==> src/design/bts_pkg.sv <==
`timescale 1ns / 1ps

package bts_pkg;

    // Field widths fixed by the item formats.
    localparam int COORD_BITS_DEF = 16;
    localparam int CYCLE_W        = 32;
    localparam int HEIGHT_W       = 12;
    localparam int STEP_W         = 16;
    localparam int SCORE_W        = 12;
    localparam int CASE_W         = 2;
    localparam int USER_OUT_W     = CASE_W + 1;

    // Shared multiplier: a coordinate delta, elapsed cycles (31 bits) or a reach (26 bits) on port A,
    // max step (16 bits), a coordinate delta or a reach (26 bits) on port B.
    localparam int EL_W    = 31;
    localparam int REACH_W = 26;
    localparam int MUL_A_W = 31;
    localparam int MUL_B_W = 26;
    localparam int PROD_W  = MUL_A_W + MUL_B_W;

    // A reach above this passes the gate whenever the elapsed cycle count is positive.
    localparam logic [PROD_W-1:0] REACH_CAP = PROD_W'(1) << (REACH_W - 1);

    localparam logic [STEP_W-1:0] STEP_RESET = STEP_W'(2000);

    // Scores count in units of 0.05.
    localparam logic signed [SCORE_W-1:0] SCORE_ONE       = SCORE_W'(20);
    localparam logic signed [SCORE_W-1:0] SCORE_TENTH     = SCORE_W'(2);
    localparam logic signed [SCORE_W-1:0] SCORE_TWENTIETH = SCORE_W'(1);
    localparam logic signed [SCORE_W-1:0] SCORE_MAX       = SCORE_W'(2047);
    localparam logic signed [SCORE_W-1:0] SCORE_MIN       = SCORE_W'(-2048);

    // Track case codes on the result item.
    localparam logic [CASE_W-1:0] CASE_CONF    = 2'd0;
    localparam logic [CASE_W-1:0] CASE_TENT    = 2'd1;
    localparam logic [CASE_W-1:0] CASE_RESTART = 2'd2;

    typedef enum logic [2:0] {
        MUL_NONE  = 3'd0,
        MUL_DX    = 3'd1,
        MUL_DY    = 3'd2,
        MUL_REACH = 3'd3,
        MUL_RSQ   = 3'd4
    } t_mul_op;

    // Commands from the sequencer to the datapath.
    typedef struct packed {
        logic    load_in;
        t_mul_op mul_op;
        logic    sum_cand;
        logic    sum_tent;
        logic    gate_conf;
        logic    gate_tent;
        logic    finish;
    } t_cmd;

    // Status from the datapath to the sequencer.
    typedef struct packed {
        logic last;
        logic pass;
        logic out_free;
    } t_status;

endpackage

==> src/design/ball_track_selector_unit.sv <==
`timescale 1ns / 1ps

// Ball track selector.
// The slave stream carries one ball detection per item; tlast marks the last
// detection of a vision frame. The master stream carries one item per frame:
// the chosen ball position, the track case and the promotion flag.
// The max_step register (greatest travel per cycle, mm) is written with
// i_cfg_we / i_cfg_wdata; the user must write it only while the block is idle,
// as the block does not enforce this; reset loads 2000.
// A detection that is not the last of its frame passes the two squares of the
// shared multiplier and the distance compare before the next is taken. For the
// last detection the confirmed track is gated, and the tentative track too when
// that gate fails; the result is valid in the cycle after the finish state. All
// squaring and reach products go through one registered multiplier, one product per cycle.
// Reset clears both tracks, their scores and the frame's best candidate.
// The result sits in an output register; the block keeps taking detections
// while it waits, and only the end of the next frame stalls until the result
// has been taken.
module ball_track_selector_unit #(
    parameter int COORD_BITS = bts_pkg::COORD_BITS_DEF
) (
    input  logic                             i_clk,
    input  logic                             i_rst_n,
    // Configuration write of max_step.
    input  logic                             i_cfg_we,
    input  logic [bts_pkg::STEP_W-1:0]       i_cfg_wdata,
    // Detection stream.
    input  logic                             i_s_axis_tvalid,
    output logic                             o_s_axis_tready,
    // Fields from bit 0: frame_cycle, cand_x, cand_y, cand_height, zero fill.
    input  logic [((bts_pkg::CYCLE_W + 2 * COORD_BITS + bts_pkg::HEIGHT_W + 7) / 8) * 8 - 1:0]
                                             i_s_axis_tdata,
    input  logic                             i_s_axis_tlast,
    // Result stream.
    output logic                             o_m_axis_tvalid,
    input  logic                             i_m_axis_tready,
    // Fields from bit 0: ball_x, ball_y, ball_height, zero fill.
    output logic [((2 * COORD_BITS + bts_pkg::HEIGHT_W + 7) / 8) * 8 - 1:0]
                                             o_m_axis_tdata,
    // Fields from bit 0: track_case, switched.
    output logic [bts_pkg::USER_OUT_W-1:0]   o_m_axis_tuser
);

    localparam int OUT_W = ((2 * COORD_BITS + bts_pkg::HEIGHT_W + 7) / 8) * 8;
    localparam int X_LO  = bts_pkg::CYCLE_W;
    localparam int Y_LO  = X_LO + COORD_BITS;
    localparam int H_LO  = Y_LO + COORD_BITS;

    bts_pkg::t_cmd                    w_cmd;
    bts_pkg::t_status                 w_status;
    logic signed [COORD_BITS-1:0]     w_ball_x;
    logic signed [COORD_BITS-1:0]     w_ball_y;
    logic [bts_pkg::HEIGHT_W-1:0]     w_ball_h;
    logic [bts_pkg::CASE_W-1:0]       w_case;
    logic                             w_switched;

    // Sequencer.
    bts_ctrl u_ctrl (
        .i_clk      (i_clk),
        .i_rst_n    (i_rst_n),
        .i_in_valid (i_s_axis_tvalid),
        .o_in_ready (o_s_axis_tready),
        .i_status   (w_status),
        .o_cmd      (w_cmd)
    );

    // Datapath with the shared multiplier and track state.
    bts_dp #(
        .COORD_BITS (COORD_BITS)
    ) u_dp (
        .i_clk       (i_clk),
        .i_rst_n     (i_rst_n),
        .i_cfg_we    (i_cfg_we),
        .i_cfg_wdata (i_cfg_wdata),
        .i_cmd       (w_cmd),
        .i_cyc       (i_s_axis_tdata[bts_pkg::CYCLE_W-1:0]),
        .i_cx        (i_s_axis_tdata[X_LO +: COORD_BITS]),
        .i_cy        (i_s_axis_tdata[Y_LO +: COORD_BITS]),
        .i_ch        (i_s_axis_tdata[H_LO +: bts_pkg::HEIGHT_W]),
        .i_last      (i_s_axis_tlast),
        .i_out_ready (i_m_axis_tready),
        .o_status    (w_status),
        .o_out_valid (o_m_axis_tvalid),
        .o_ball_x    (w_ball_x),
        .o_ball_y    (w_ball_y),
        .o_ball_h    (w_ball_h),
        .o_case      (w_case),
        .o_switched  (w_switched)
    );

    // Pack the result item.
    assign o_m_axis_tdata = OUT_W'({w_ball_h, w_ball_y, w_ball_x});
    assign o_m_axis_tuser = {w_switched, w_case};

    // A detection that does not end its frame frees the input again after its squares and distance sum.
    a_mid_frame_rate: assert property (@(posedge i_clk) disable iff (!i_rst_n)
        (i_s_axis_tvalid && o_s_axis_tready && !i_s_axis_tlast) |-> ##4 o_s_axis_tready)
        else $error("mid-frame detection did not complete in 4 cycles");

    // A new result only appears at the end of frame processing.
    a_result_after_work: assert property (@(posedge i_clk) disable iff (!i_rst_n)
        $rose(o_m_axis_tvalid) |-> $past(!o_s_axis_tready))
        else $error("result appeared while the block was idle");

    // A promotion never follows a confirmed-track continuation.
    a_switch_case: assert property (@(posedge i_clk) disable iff (!i_rst_n)
        (o_m_axis_tvalid && o_m_axis_tuser[bts_pkg::CASE_W])
            |-> (o_m_axis_tuser[bts_pkg::CASE_W-1:0] != bts_pkg::CASE_CONF))
        else $error("promotion reported with confirmed track continued");

endmodule

==> src/design/bts_ctrl.sv <==
`timescale 1ns / 1ps

module bts_ctrl (
    input  logic             i_clk,
    input  logic             i_rst_n,
    input  logic             i_in_valid,
    output logic             o_in_ready,
    input  bts_pkg::t_status i_status,
    output bts_pkg::t_cmd    o_cmd
);

    typedef enum logic [13:0] {
        S_IDLE     = 14'h0001,
        S_C_SQX    = 14'h0002,
        S_C_SQY    = 14'h0004,
        S_C_SUM    = 14'h0008,
        S_CG_REACH = 14'h0010,
        S_CG_RSQ   = 14'h0020,
        S_CG_GATE  = 14'h0040,
        S_T_SQX    = 14'h0080,
        S_T_SQY    = 14'h0100,
        S_T_SUM    = 14'h0200,
        S_TG_REACH = 14'h0400,
        S_TG_RSQ   = 14'h0800,
        S_TG_GATE  = 14'h1000,
        S_FIN      = 14'h2000
    } t_state;

    t_state r_state;
    t_state n_state;

    // State register.
    always_ff @(posedge i_clk) begin
        if (!i_rst_n) begin
            r_state <= S_IDLE;
        end else begin
            r_state <= n_state;
        end
    end

    assign o_in_ready = (r_state == S_IDLE);

    // Next state and commands.
    always_comb begin
        n_state = r_state;
        o_cmd   = '{load_in: 1'b0, mul_op: bts_pkg::MUL_NONE, sum_cand: 1'b0,
                    sum_tent: 1'b0, gate_conf: 1'b0, gate_tent: 1'b0, finish: 1'b0};
        case (r_state)
            S_IDLE: begin
                if (i_in_valid) begin
                    o_cmd.load_in = 1'b1;
                    n_state       = S_C_SQX;
                end
            end
            S_C_SQX: begin
                o_cmd.mul_op = bts_pkg::MUL_DX;
                n_state      = S_C_SQY;
            end
            S_C_SQY: begin
                o_cmd.mul_op = bts_pkg::MUL_DY;
                n_state      = S_C_SUM;
            end
            S_C_SUM: begin
                o_cmd.sum_cand = 1'b1;
                n_state        = i_status.last ? S_CG_REACH : S_IDLE;
            end
            S_CG_REACH: begin
                o_cmd.mul_op = bts_pkg::MUL_REACH;
                n_state      = S_CG_RSQ;
            end
            S_CG_RSQ: begin
                o_cmd.mul_op = bts_pkg::MUL_RSQ;
                n_state      = S_CG_GATE;
            end
            S_CG_GATE: begin
                o_cmd.gate_conf = 1'b1;
                n_state         = i_status.pass ? S_FIN : S_T_SQX;
            end
            S_T_SQX: begin
                o_cmd.mul_op = bts_pkg::MUL_DX;
                n_state      = S_T_SQY;
            end
            S_T_SQY: begin
                o_cmd.mul_op = bts_pkg::MUL_DY;
                n_state      = S_T_SUM;
            end
            S_T_SUM: begin
                o_cmd.sum_tent = 1'b1;
                n_state        = S_TG_REACH;
            end
            S_TG_REACH: begin
                o_cmd.mul_op = bts_pkg::MUL_REACH;
                n_state      = S_TG_RSQ;
            end
            S_TG_RSQ: begin
                o_cmd.mul_op = bts_pkg::MUL_RSQ;
                n_state      = S_TG_GATE;
            end
            S_TG_GATE: begin
                o_cmd.gate_tent = 1'b1;
                n_state         = S_FIN;
            end
            S_FIN: begin
                // Wait here until the result register can take the new item.
                if (i_status.out_free) begin
                    o_cmd.finish = 1'b1;
                    n_state      = S_IDLE;
                end
            end
            default: begin
                n_state = S_IDLE;
            end
        endcase
    end

endmodule

==> src/design/bts_dp.sv <==
`timescale 1ns / 1ps

module bts_dp #(
    parameter int COORD_BITS = bts_pkg::COORD_BITS_DEF
) (
    input  logic                                 i_clk,
    input  logic                                 i_rst_n,
    input  logic                                 i_cfg_we,
    input  logic [bts_pkg::STEP_W-1:0]           i_cfg_wdata,
    input  bts_pkg::t_cmd                        i_cmd,
    input  logic [bts_pkg::CYCLE_W-1:0]          i_cyc,
    input  logic signed [COORD_BITS-1:0]         i_cx,
    input  logic signed [COORD_BITS-1:0]         i_cy,
    input  logic [bts_pkg::HEIGHT_W-1:0]         i_ch,
    input  logic                                 i_last,
    input  logic                                 i_out_ready,
    output bts_pkg::t_status                     o_status,
    output logic                                 o_out_valid,
    output logic signed [COORD_BITS-1:0]         o_ball_x,
    output logic signed [COORD_BITS-1:0]         o_ball_y,
    output logic [bts_pkg::HEIGHT_W-1:0]         o_ball_h,
    output logic [bts_pkg::CASE_W-1:0]           o_case,
    output logic                                 o_switched
);

    localparam int SQ_W = 2 * COORD_BITS;
    localparam int D_W  = SQ_W + 1;

    // Configuration.
    logic [bts_pkg::STEP_W-1:0]          r_max_step;

    // Current item.
    logic [bts_pkg::CYCLE_W-1:0]         r_cyc;
    logic signed [COORD_BITS-1:0]        r_cx;
    logic signed [COORD_BITS-1:0]        r_cy;
    logic [bts_pkg::HEIGHT_W-1:0]        r_ch;
    logic                                r_last;

    // Arithmetic pipeline.
    logic [COORD_BITS-1:0]               r_adx;
    logic [COORD_BITS-1:0]               r_ady;
    logic [bts_pkg::PROD_W-1:0]          r_prod;
    logic [SQ_W-1:0]                     r_acc;
    logic [bts_pkg::EL_W-1:0]            r_el;
    logic                                r_el_ok;
    logic                                r_cap;
    logic [D_W-1:0]                      r_dt;

    // Frame best candidate.
    logic signed [COORD_BITS-1:0]        r_best_x;
    logic signed [COORD_BITS-1:0]        r_best_y;
    logic [bts_pkg::HEIGHT_W-1:0]        r_best_h;
    logic [D_W-1:0]                      r_best_d;
    logic                                r_have_best;

    // Confirmed and tentative tracks.
    logic signed [COORD_BITS-1:0]        r_conf_x;
    logic signed [COORD_BITS-1:0]        r_conf_y;
    logic [bts_pkg::HEIGHT_W-1:0]        r_conf_h;
    logic [bts_pkg::CYCLE_W-1:0]         r_conf_cycle;
    logic signed [bts_pkg::SCORE_W-1:0]  r_conf_score;
    logic signed [COORD_BITS-1:0]        r_tent_x;
    logic signed [COORD_BITS-1:0]        r_tent_y;
    logic [bts_pkg::HEIGHT_W-1:0]        r_tent_h;
    logic [bts_pkg::CYCLE_W-1:0]         r_tent_cycle;
    logic signed [bts_pkg::SCORE_W-1:0]  r_tent_score;
    logic [bts_pkg::CASE_W-1:0]          r_case;

    // Result register.
    logic                                r_out_valid;
    logic signed [COORD_BITS-1:0]        r_out_x;
    logic signed [COORD_BITS-1:0]        r_out_y;
    logic [bts_pkg::HEIGHT_W-1:0]        r_out_h;
    logic [bts_pkg::CASE_W-1:0]          r_out_case;
    logic                                r_out_sw;

    logic signed [COORD_BITS:0]          w_diff_x;
    logic signed [COORD_BITS:0]          w_diff_y;
    logic [COORD_BITS:0]                 w_neg_x;
    logic [COORD_BITS:0]                 w_neg_y;
    logic [COORD_BITS-1:0]               w_adx;
    logic [COORD_BITS-1:0]               w_ady;
    logic [bts_pkg::MUL_A_W-1:0]         w_mul_a;
    logic [bts_pkg::MUL_B_W-1:0]         w_mul_b;
    logic [bts_pkg::PROD_W-1:0]          w_prod;
    logic [D_W-1:0]                      w_sum;
    logic [bts_pkg::CYCLE_W-1:0]         w_el;
    logic [D_W-1:0]                      w_dsel;
    logic                                w_pass;
    logic                                w_promote;
    logic signed [bts_pkg::SCORE_W-1:0]  n_tent_score;
    logic signed [bts_pkg::SCORE_W-1:0]  n_conf_score;

    // Saturating score add.
    function automatic logic signed [bts_pkg::SCORE_W-1:0] sat_add(
        input logic signed [bts_pkg::SCORE_W-1:0] a,
        input logic signed [bts_pkg::SCORE_W-1:0] b
    );
        logic signed [bts_pkg::SCORE_W:0] s;
        s = {a[bts_pkg::SCORE_W-1], a} + {b[bts_pkg::SCORE_W-1], b};
        if (s[bts_pkg::SCORE_W] != s[bts_pkg::SCORE_W-1]) begin
            return s[bts_pkg::SCORE_W] ? bts_pkg::SCORE_MIN : bts_pkg::SCORE_MAX;
        end
        return s[bts_pkg::SCORE_W-1:0];
    endfunction

    // Absolute coordinate deltas: new detection against the confirmed track,
    // or the frame's best against the tentative track.
    always_comb begin
        if (i_cmd.load_in) begin
            w_diff_x = {i_cx[COORD_BITS-1], i_cx} - {r_conf_x[COORD_BITS-1], r_conf_x};
            w_diff_y = {i_cy[COORD_BITS-1], i_cy} - {r_conf_y[COORD_BITS-1], r_conf_y};
        end else begin
            w_diff_x = {r_best_x[COORD_BITS-1], r_best_x} - {r_tent_x[COORD_BITS-1], r_tent_x};
            w_diff_y = {r_best_y[COORD_BITS-1], r_best_y} - {r_tent_y[COORD_BITS-1], r_tent_y};
        end
        w_neg_x = -w_diff_x;
        w_neg_y = -w_diff_y;
        w_adx   = w_diff_x[COORD_BITS] ? w_neg_x[COORD_BITS-1:0] : w_diff_x[COORD_BITS-1:0];
        w_ady   = w_diff_y[COORD_BITS] ? w_neg_y[COORD_BITS-1:0] : w_diff_y[COORD_BITS-1:0];
    end

    // Shared multiplier operand selection.
    always_comb begin
        case (i_cmd.mul_op)
            bts_pkg::MUL_DX: begin
                w_mul_a = bts_pkg::MUL_A_W'(r_adx);
                w_mul_b = bts_pkg::MUL_B_W'(r_adx);
            end
            bts_pkg::MUL_DY: begin
                w_mul_a = bts_pkg::MUL_A_W'(r_ady);
                w_mul_b = bts_pkg::MUL_B_W'(r_ady);
            end
            bts_pkg::MUL_REACH: begin
                w_mul_a = bts_pkg::MUL_A_W'(r_el);
                w_mul_b = bts_pkg::MUL_B_W'(r_max_step);
            end
            bts_pkg::MUL_RSQ: begin
                w_mul_a = bts_pkg::MUL_A_W'(r_prod[bts_pkg::REACH_W-1:0]);
                w_mul_b = bts_pkg::MUL_B_W'(r_prod[bts_pkg::REACH_W-1:0]);
            end
            default: begin
                w_mul_a = '0;
                w_mul_b = '0;
            end
        endcase
        w_prod = bts_pkg::PROD_W'(w_mul_a) * bts_pkg::PROD_W'(w_mul_b);
    end

    // Distance sum, elapsed cycles and the gate decision.
    always_comb begin
        w_sum  = D_W'(r_acc) + D_W'(r_prod[SQ_W-1:0]);
        w_el   = r_cyc - (i_cmd.sum_tent ? r_tent_cycle : r_conf_cycle);
        w_dsel = i_cmd.gate_tent ? r_dt : r_best_d;
        w_pass = r_el_ok && (r_cap || (bts_pkg::PROD_W'(w_dsel) < r_prod));
    end

    // Score updates after the tentative gate, and the promotion test.
    always_comb begin
        n_tent_score = w_pass ? sat_add(r_tent_score, bts_pkg::SCORE_TENTH)
                              : bts_pkg::SCORE_TENTH;
        n_conf_score = sat_add(r_conf_score, -bts_pkg::SCORE_TWENTIETH);
        w_promote    = (r_conf_score < r_tent_score);
    end

    assign o_status = '{last: r_last, pass: w_pass,
                        out_free: (!r_out_valid || i_out_ready)};

    // Working registers that need no reset.
    always_ff @(posedge i_clk) begin
        if (i_cmd.load_in) begin
            r_cyc  <= i_cyc;
            r_cx   <= i_cx;
            r_cy   <= i_cy;
            r_ch   <= i_ch;
            r_last <= i_last;
        end
        if (i_cmd.load_in || i_cmd.gate_conf) begin
            r_adx <= w_adx;
            r_ady <= w_ady;
        end
        if (i_cmd.mul_op != bts_pkg::MUL_NONE) begin
            r_prod <= w_prod;
        end
        if (i_cmd.mul_op == bts_pkg::MUL_DY) begin
            r_acc <= r_prod[SQ_W-1:0];
        end
        if (i_cmd.mul_op == bts_pkg::MUL_RSQ) begin
            r_cap <= (r_prod > bts_pkg::REACH_CAP);
        end
        if (i_cmd.sum_cand || i_cmd.sum_tent) begin
            r_el    <= w_el[bts_pkg::EL_W-1:0];
            r_el_ok <= (w_el != '0) && !w_el[bts_pkg::CYCLE_W-1];
        end
        if (i_cmd.sum_tent) begin
            r_dt <= w_sum;
        end
    end

    // Track state, best candidate and result register.
    always_ff @(posedge i_clk) begin
        if (!i_rst_n) begin
            r_max_step   <= bts_pkg::STEP_RESET;
            r_best_x     <= '0;
            r_best_y     <= '0;
            r_best_h     <= '0;
            r_best_d     <= '0;
            r_have_best  <= 1'b0;
            r_conf_x     <= '0;
            r_conf_y     <= '0;
            r_conf_h     <= '0;
            r_conf_cycle <= '0;
            r_conf_score <= '0;
            r_tent_x     <= '0;
            r_tent_y     <= '0;
            r_tent_h     <= '0;
            r_tent_cycle <= '0;
            r_tent_score <= '0;
            r_case       <= bts_pkg::CASE_CONF;
            r_out_valid  <= 1'b0;
        end else begin
            if (i_cfg_we) begin
                r_max_step <= i_cfg_wdata;
            end
            if (r_out_valid && i_out_ready && !i_cmd.finish) begin
                r_out_valid <= 1'b0;
            end

            // Keep the nearest detection; the first of a frame is always taken.
            if (i_cmd.sum_cand && (!r_have_best || (w_sum < r_best_d))) begin
                r_best_x    <= r_cx;
                r_best_y    <= r_cy;
                r_best_h    <= r_ch;
                r_best_d    <= w_sum;
                r_have_best <= 1'b1;
            end

            // Confirmed track gate: on a pass the track moves to the candidate.
            if (i_cmd.gate_conf && w_pass) begin
                r_conf_x     <= r_best_x;
                r_conf_y     <= r_best_y;
                r_conf_h     <= r_best_h;
                r_conf_cycle <= r_cyc;
                r_conf_score <= bts_pkg::SCORE_ONE;
                r_tent_score <= '0;
                r_case       <= bts_pkg::CASE_CONF;
            end

            // Tentative track gate: continue or restart the tentative track.
            if (i_cmd.gate_tent) begin
                r_tent_score <= n_tent_score;
                r_case       <= w_pass ? bts_pkg::CASE_TENT : bts_pkg::CASE_RESTART;
                r_tent_x     <= r_best_x;
                r_tent_y     <= r_best_y;
                r_tent_h     <= r_best_h;
                r_tent_cycle <= r_cyc;
                r_conf_score <= n_conf_score;
            end

            // End of frame: promotion, result item and best-candidate clear.
            if (i_cmd.finish) begin
                if (w_promote) begin
                    r_conf_x     <= r_tent_x;
                    r_conf_y     <= r_tent_y;
                    r_conf_h     <= r_tent_h;
                    r_conf_cycle <= r_tent_cycle;
                    r_conf_score <= r_tent_score;
                    r_tent_score <= '0;
                end
                r_out_valid <= 1'b1;
                r_have_best <= 1'b0;
                r_best_d    <= '0;
            end
        end
    end

    // Result payload.
    always_ff @(posedge i_clk) begin
        if (i_cmd.finish) begin
            r_out_x    <= w_promote ? r_tent_x : r_conf_x;
            r_out_y    <= w_promote ? r_tent_y : r_conf_y;
            r_out_h    <= w_promote ? r_tent_h : r_conf_h;
            r_out_case <= r_case;
            r_out_sw   <= w_promote;
        end
    end

    assign o_out_valid = r_out_valid;
    assign o_ball_x    = r_out_x;
    assign o_ball_y    = r_out_y;
    assign o_ball_h    = r_out_h;
    assign o_case      = r_out_case;
    assign o_switched  = r_out_sw;

endmodule
==> config.mk <==
export PLATFORM = sky130hd
export DESIGN_NAME = ball_track_selector_unit
export DESIGN_NICKNAME = d
export VERILOG_FILES = /design/src/design/bts_pkg.sv /design/src/design/ball_track_selector_unit.sv /design/src/design/bts_ctrl.sv /design/src/design/bts_dp.sv
export SDC_FILE = /design/constraint.sdc
export NUM_CORES = 2
export LEC_CHECK = 0
export ABC_AREA = 1
export BUFFER_PORTS_ARGS = -buffer_cell sky130_fd_sc_hd__buf_2
export CAP_MARGIN = 10
export CORE_MARGIN = 4
export CORE_UTILIZATION = 30
export DETAILED_ROUTE_END_ITERATION = 7
export HOLD_SLACK_MARGIN = 0.15
export SYNTH_ARGS = -nofsm -noshare
export SYNTH_HDL_FRONTEND = slang
export SYNTH_HIERARCHICAL = 1
export SYNTH_SLANG_ARGS = --single-unit
==> constraint.sdc <==
create_clock -name i_clk -period 24.5 [get_ports i_clk]
set_input_delay 4.9 -clock i_clk [delete_from_list [all_inputs] [get_ports i_clk]]
set_output_delay 4.9 -clock i_clk [all_outputs]
set_load 0.05 [all_outputs]
# Yosys cells after proc, flatten, opt, wreduce, memory -nomap -nowiden
# Cells that the tools add are included.
# word_totals
input_bits	102
output_inout_bits	53
ff_bits	598
# op_classes
reduce_logical	25
mul	1
order_cmp	4
mux	59
bitwise	1
eq_ne	22
n_addsub	10
# op_table
op	count
$mux 12	19
$pmux 14 s14	1
$mux 16	10
$mux 32	4
$pmux 31 s4	1
$pmux 26 s4	1
$sub 16x16->17	4
$gt 57x26->1 const B	1
$lt 33x57->1	1
$mul 31x26->57	1
$mux 14	3
$mux 17	2
$add 32x32->33	1
$lt 33x33->1	1
$mux 33	1
$neg 16->16	2
$reduce_bool 32->1	1
$sub 32x32->32	1
$eq 14x1->1 const B	1
$eq 14x10->1 const B	1
$eq 14x11->1 const B	1
$eq 14x12->1 const B	1
$eq 14x13->1 const B	1
$eq 14x14->1 const B	1
other kinds (29)	61

# Logic depth before layout (Yosys ltp)
# logic_depth
depth_word	11
mapped_depth	43

# Modules after synthesis
# Netlist, hierarchy kept.
# modules_own_cells
mod	cells_per_inst	instances	area_each_um2
bts_dp	7635	1	59524.6
bts_ctrl	130	1	862.1
ball_track_selector_unit	6	1	41.3

# Least setup slack after synthesis
# No wires, ideal clock.
# synth_timing
path_type	input-to-reg
startpoint	in i_s_axis_tvalid
endpoint	reg u_dp.r_adx[0] (enable)
path_stages	6
path_buffers	3
path_slack_ns	14.149
arrival_ns	9.977
cell_sequence	inv_1 > nor2_1 > buf_2 > buf_2 > buf_1 > or2_2
# synth_rtl
element	line	rtl
start, declared	ball_track_selector_unit.sv:28	input logic i_s_axis_tvalid,
end signal, assigned	bts_dp.sv:179	r_adx <= w_adx;
end, declared	bts_dp.sv:40	logic [COORD_BITS-1:0] r_adx;

==> metrics.yaml <==
run_status: "complete, no violations"
fin_nets: 9047
crit_path_frequent_cell: "nand2_1"
cts_num_sinks: 598
antenna_found_initial: 1
dieArea_um2: 209000
grt_pass1_vias: 52500
numCtsBuffers: 66
final_common_cell: "nand2_1"
num_io_pins: 155
clock-root-buffer: "clkbuf_16"
ys.flop_type: "edfxtp_1"
clkTransAtPathRegs_ns: 0.06
route.vias.total: 52100
relSlewSlack_pct: 27.1
skew_ns: 0.0395
yosysWarnings: 6
synth_cell_types: 54
postSynthRegisterBits: 598
leakage_uw: 0.0317
power_density_nw_per_um2: 39.5
slowest_delay_ns: 0.73
yosysTopAreaCellShare_pct: 23.2
ctsResizeCount: 0
fin_setup_tns_ns: 0
min_path_type: "flip-flop to flip-flop"
viasPerCell: 4.93
drv_cap: 0
drc: 0
slew_viol_final: 0
clkLatencyLatePin_ns: 0.69
finalHoldViolations: 0
start_util_pct: 30.2
drive_gt1_share_pct: 5.52
critPathKind: "flip-flop to flip-flop"
dpl-instance-area_um2: 64200
finalCritPeriodShare_pct: 44.6
wl_um: 198000
cts_buffer_depth: 3
fmax_ghz: 0.0915
ctsHoldBuffers: 0
rsz0062_at_grt: "false"
ys_seq_area_share_pct: 25.0
synth_area_leaders: "fa_1, edfxtp_1, nand2_1"
cts_setup_buffers: 0
fin_area_um2: 66400
peakVddDrop_mv: 0.0469
critPathRequiredTime_ns: 24.94
pre_cts_slack_ns: 13.74
fin_ws_ns: 13.58
first_pass_iters: 6
grt_max_degree: 90
netlist_area_um2: 60400
end_kind: "flip-flop"
layout_common_cells: "nand2_1, inv_1, nor2_1, fa_1, nand3_1"
drtAntennaViolNets: 0
num_rows: 164
core-area_um2: 200000
die_h_um: 457
crit_path_start_kind: "flip-flop"
post_drt_wl_per_cell_um: 18.8
final_cells: 10600
grt_util_all_layers_pct: 18.7
dp_hpwl_um: 151000
arrival_ns: 11.36
worstMarginPinSlew_ns: 1.09
htree_levels: 3
avgSynthCellArea_um2: 7.78
syn_inst: 7771
path_max_fanout: 17
synth_edf_count: 311
area_growth_pct: 9.94
grt_pass1_wl_um: 305000
gr-total-overflow: 0
synthArstFlopShare_pct: 0
gp_congestion: 0.934
synth_area_leader_cell: "fa_1"
min_period_ns: 10.93
post-place-cells: 10400
dieWidth_um: 457
setup_viol: 0
drt_iter0_drc: 4289
cts_tree: "yes"
port_buffers: 146
critPathSlowestCell: "nor2_1"
[per-layer routing]
metal / up-vias / part of all wire (%) / track usage (%)
met5: - / 0 / 0
met4: 0 / 5.0 / 8.43
met3: 427 / 7.5 / 3.14
met2: 2016 / 46 / 30.9
met1: 25300 / 41 / 24.1
li1: 24300 / - / -
[worst max-delay path, delay by kind of cell, from the launching register on]
family	cells	cell delay, ns
buffers and inverters	7	1.73
adders and majority gates	8	3.92
DFF	1	0.33
and+or+nand+nor	18	3.64
AOI/OAI and AO/OA	4	1.05
[flip-flops by register name, summed over array words and instances, names as in the netlist, 31 cells and up]
register and cells:
u_dp/r_acc 32, u_dp/r_best_d 33, u_dp/r_conf_cycle 32, u_dp/r_cyc 32, u_dp/r_dt 33, u_dp/r_el 31
u_dp/r_prod 57, u_dp/r_tent_cycle 32
[cells in the mapped netlist (5+ instances only)]
library cell / count
nand3_1: 485
dfxtp_1: 287
xnor2_1: 35
fa_1: 700
a21boi_0: 6
nor4_1: 15
nand3b_1: 29
nand2_2: 11
xor2_1: 82
a21o_1: 21
o21ai_0: 373
nor2_1: 869
buf_2: 77
o21bai_1: 21
o21ai_2: 8
edfxtp_1: 311
o21a_1: 19
o21ai_1: 7
ha_1: 402
nand4_1: 94
inv_2: 23
a21oi_1: 429
o31ai_1: 5
nand2_1: 1604
clkinv_1: 11
a31oi_1: 16
or2_2: 5
nor2_2: 30
buf_1: 15
inv_1: 1513
buf_4: 13
nor3_1: 50
clkbuf_1: 161
[final timing paths]
check | from | to | slack, ns | cells past startpoint
worst max-delay path | u_ctrl/r_state[9] | u_dp/r_prod[49] | 13.58 | 37
worst min register to register | u_dp/r_max_step[11] | u_dp/r_max_step[11] | 0.46 | 2
worst max register to register | u_ctrl/r_state[9] | u_dp/r_prod[49] | 13.58 | 37
worst min-delay path | u_dp/r_max_step[11] | u_dp/r_max_step[11] | 0.46 | 2
[power by group]
group / switching (µW) / internal (µW)
sequential: 11.5 / 1090
clock: 450 / 587
combinational: 328 / 156
total: 789 / 1840
[logic make-up after synthesis]
logic type               after synthesis  share of synthesized area [%]
XOR/XNOR                             117                           1.70
other                                  3                         0.0186
adder cells (fa/ha/maj)             1102                           31.5
AND/OR/NAND/NOR                     3217                           22.2
AO/OA/AOI/OAI                        919                           8.07
buffers and inverters               1815                           11.5
flip-flops                           598                           25.0
[stage by stage]
stage	utilization [%]	power (µW)	hold WS [ns]
finish	33.2	2620	0.465
detailed placement	32.1	1590	0.450
floorplan	-	1450	0.409
global placement	32.1	1590	0.442
CTS	33.2	2640	0.461
global route	33.2	2760	0.475
[final cells by class]
type                    instances  area (µm²)
fillers                     21000      134000
multi-input cells            5409       38700
flip-flops and latches        598       15100
inverters                    1547        5810
well taps                    2656        3320
clock buffers                  87        1810
repair buffers                221        1300
clock inverters                35         449
diodes                          2        5.00
(Power assumes the default switching activity.)
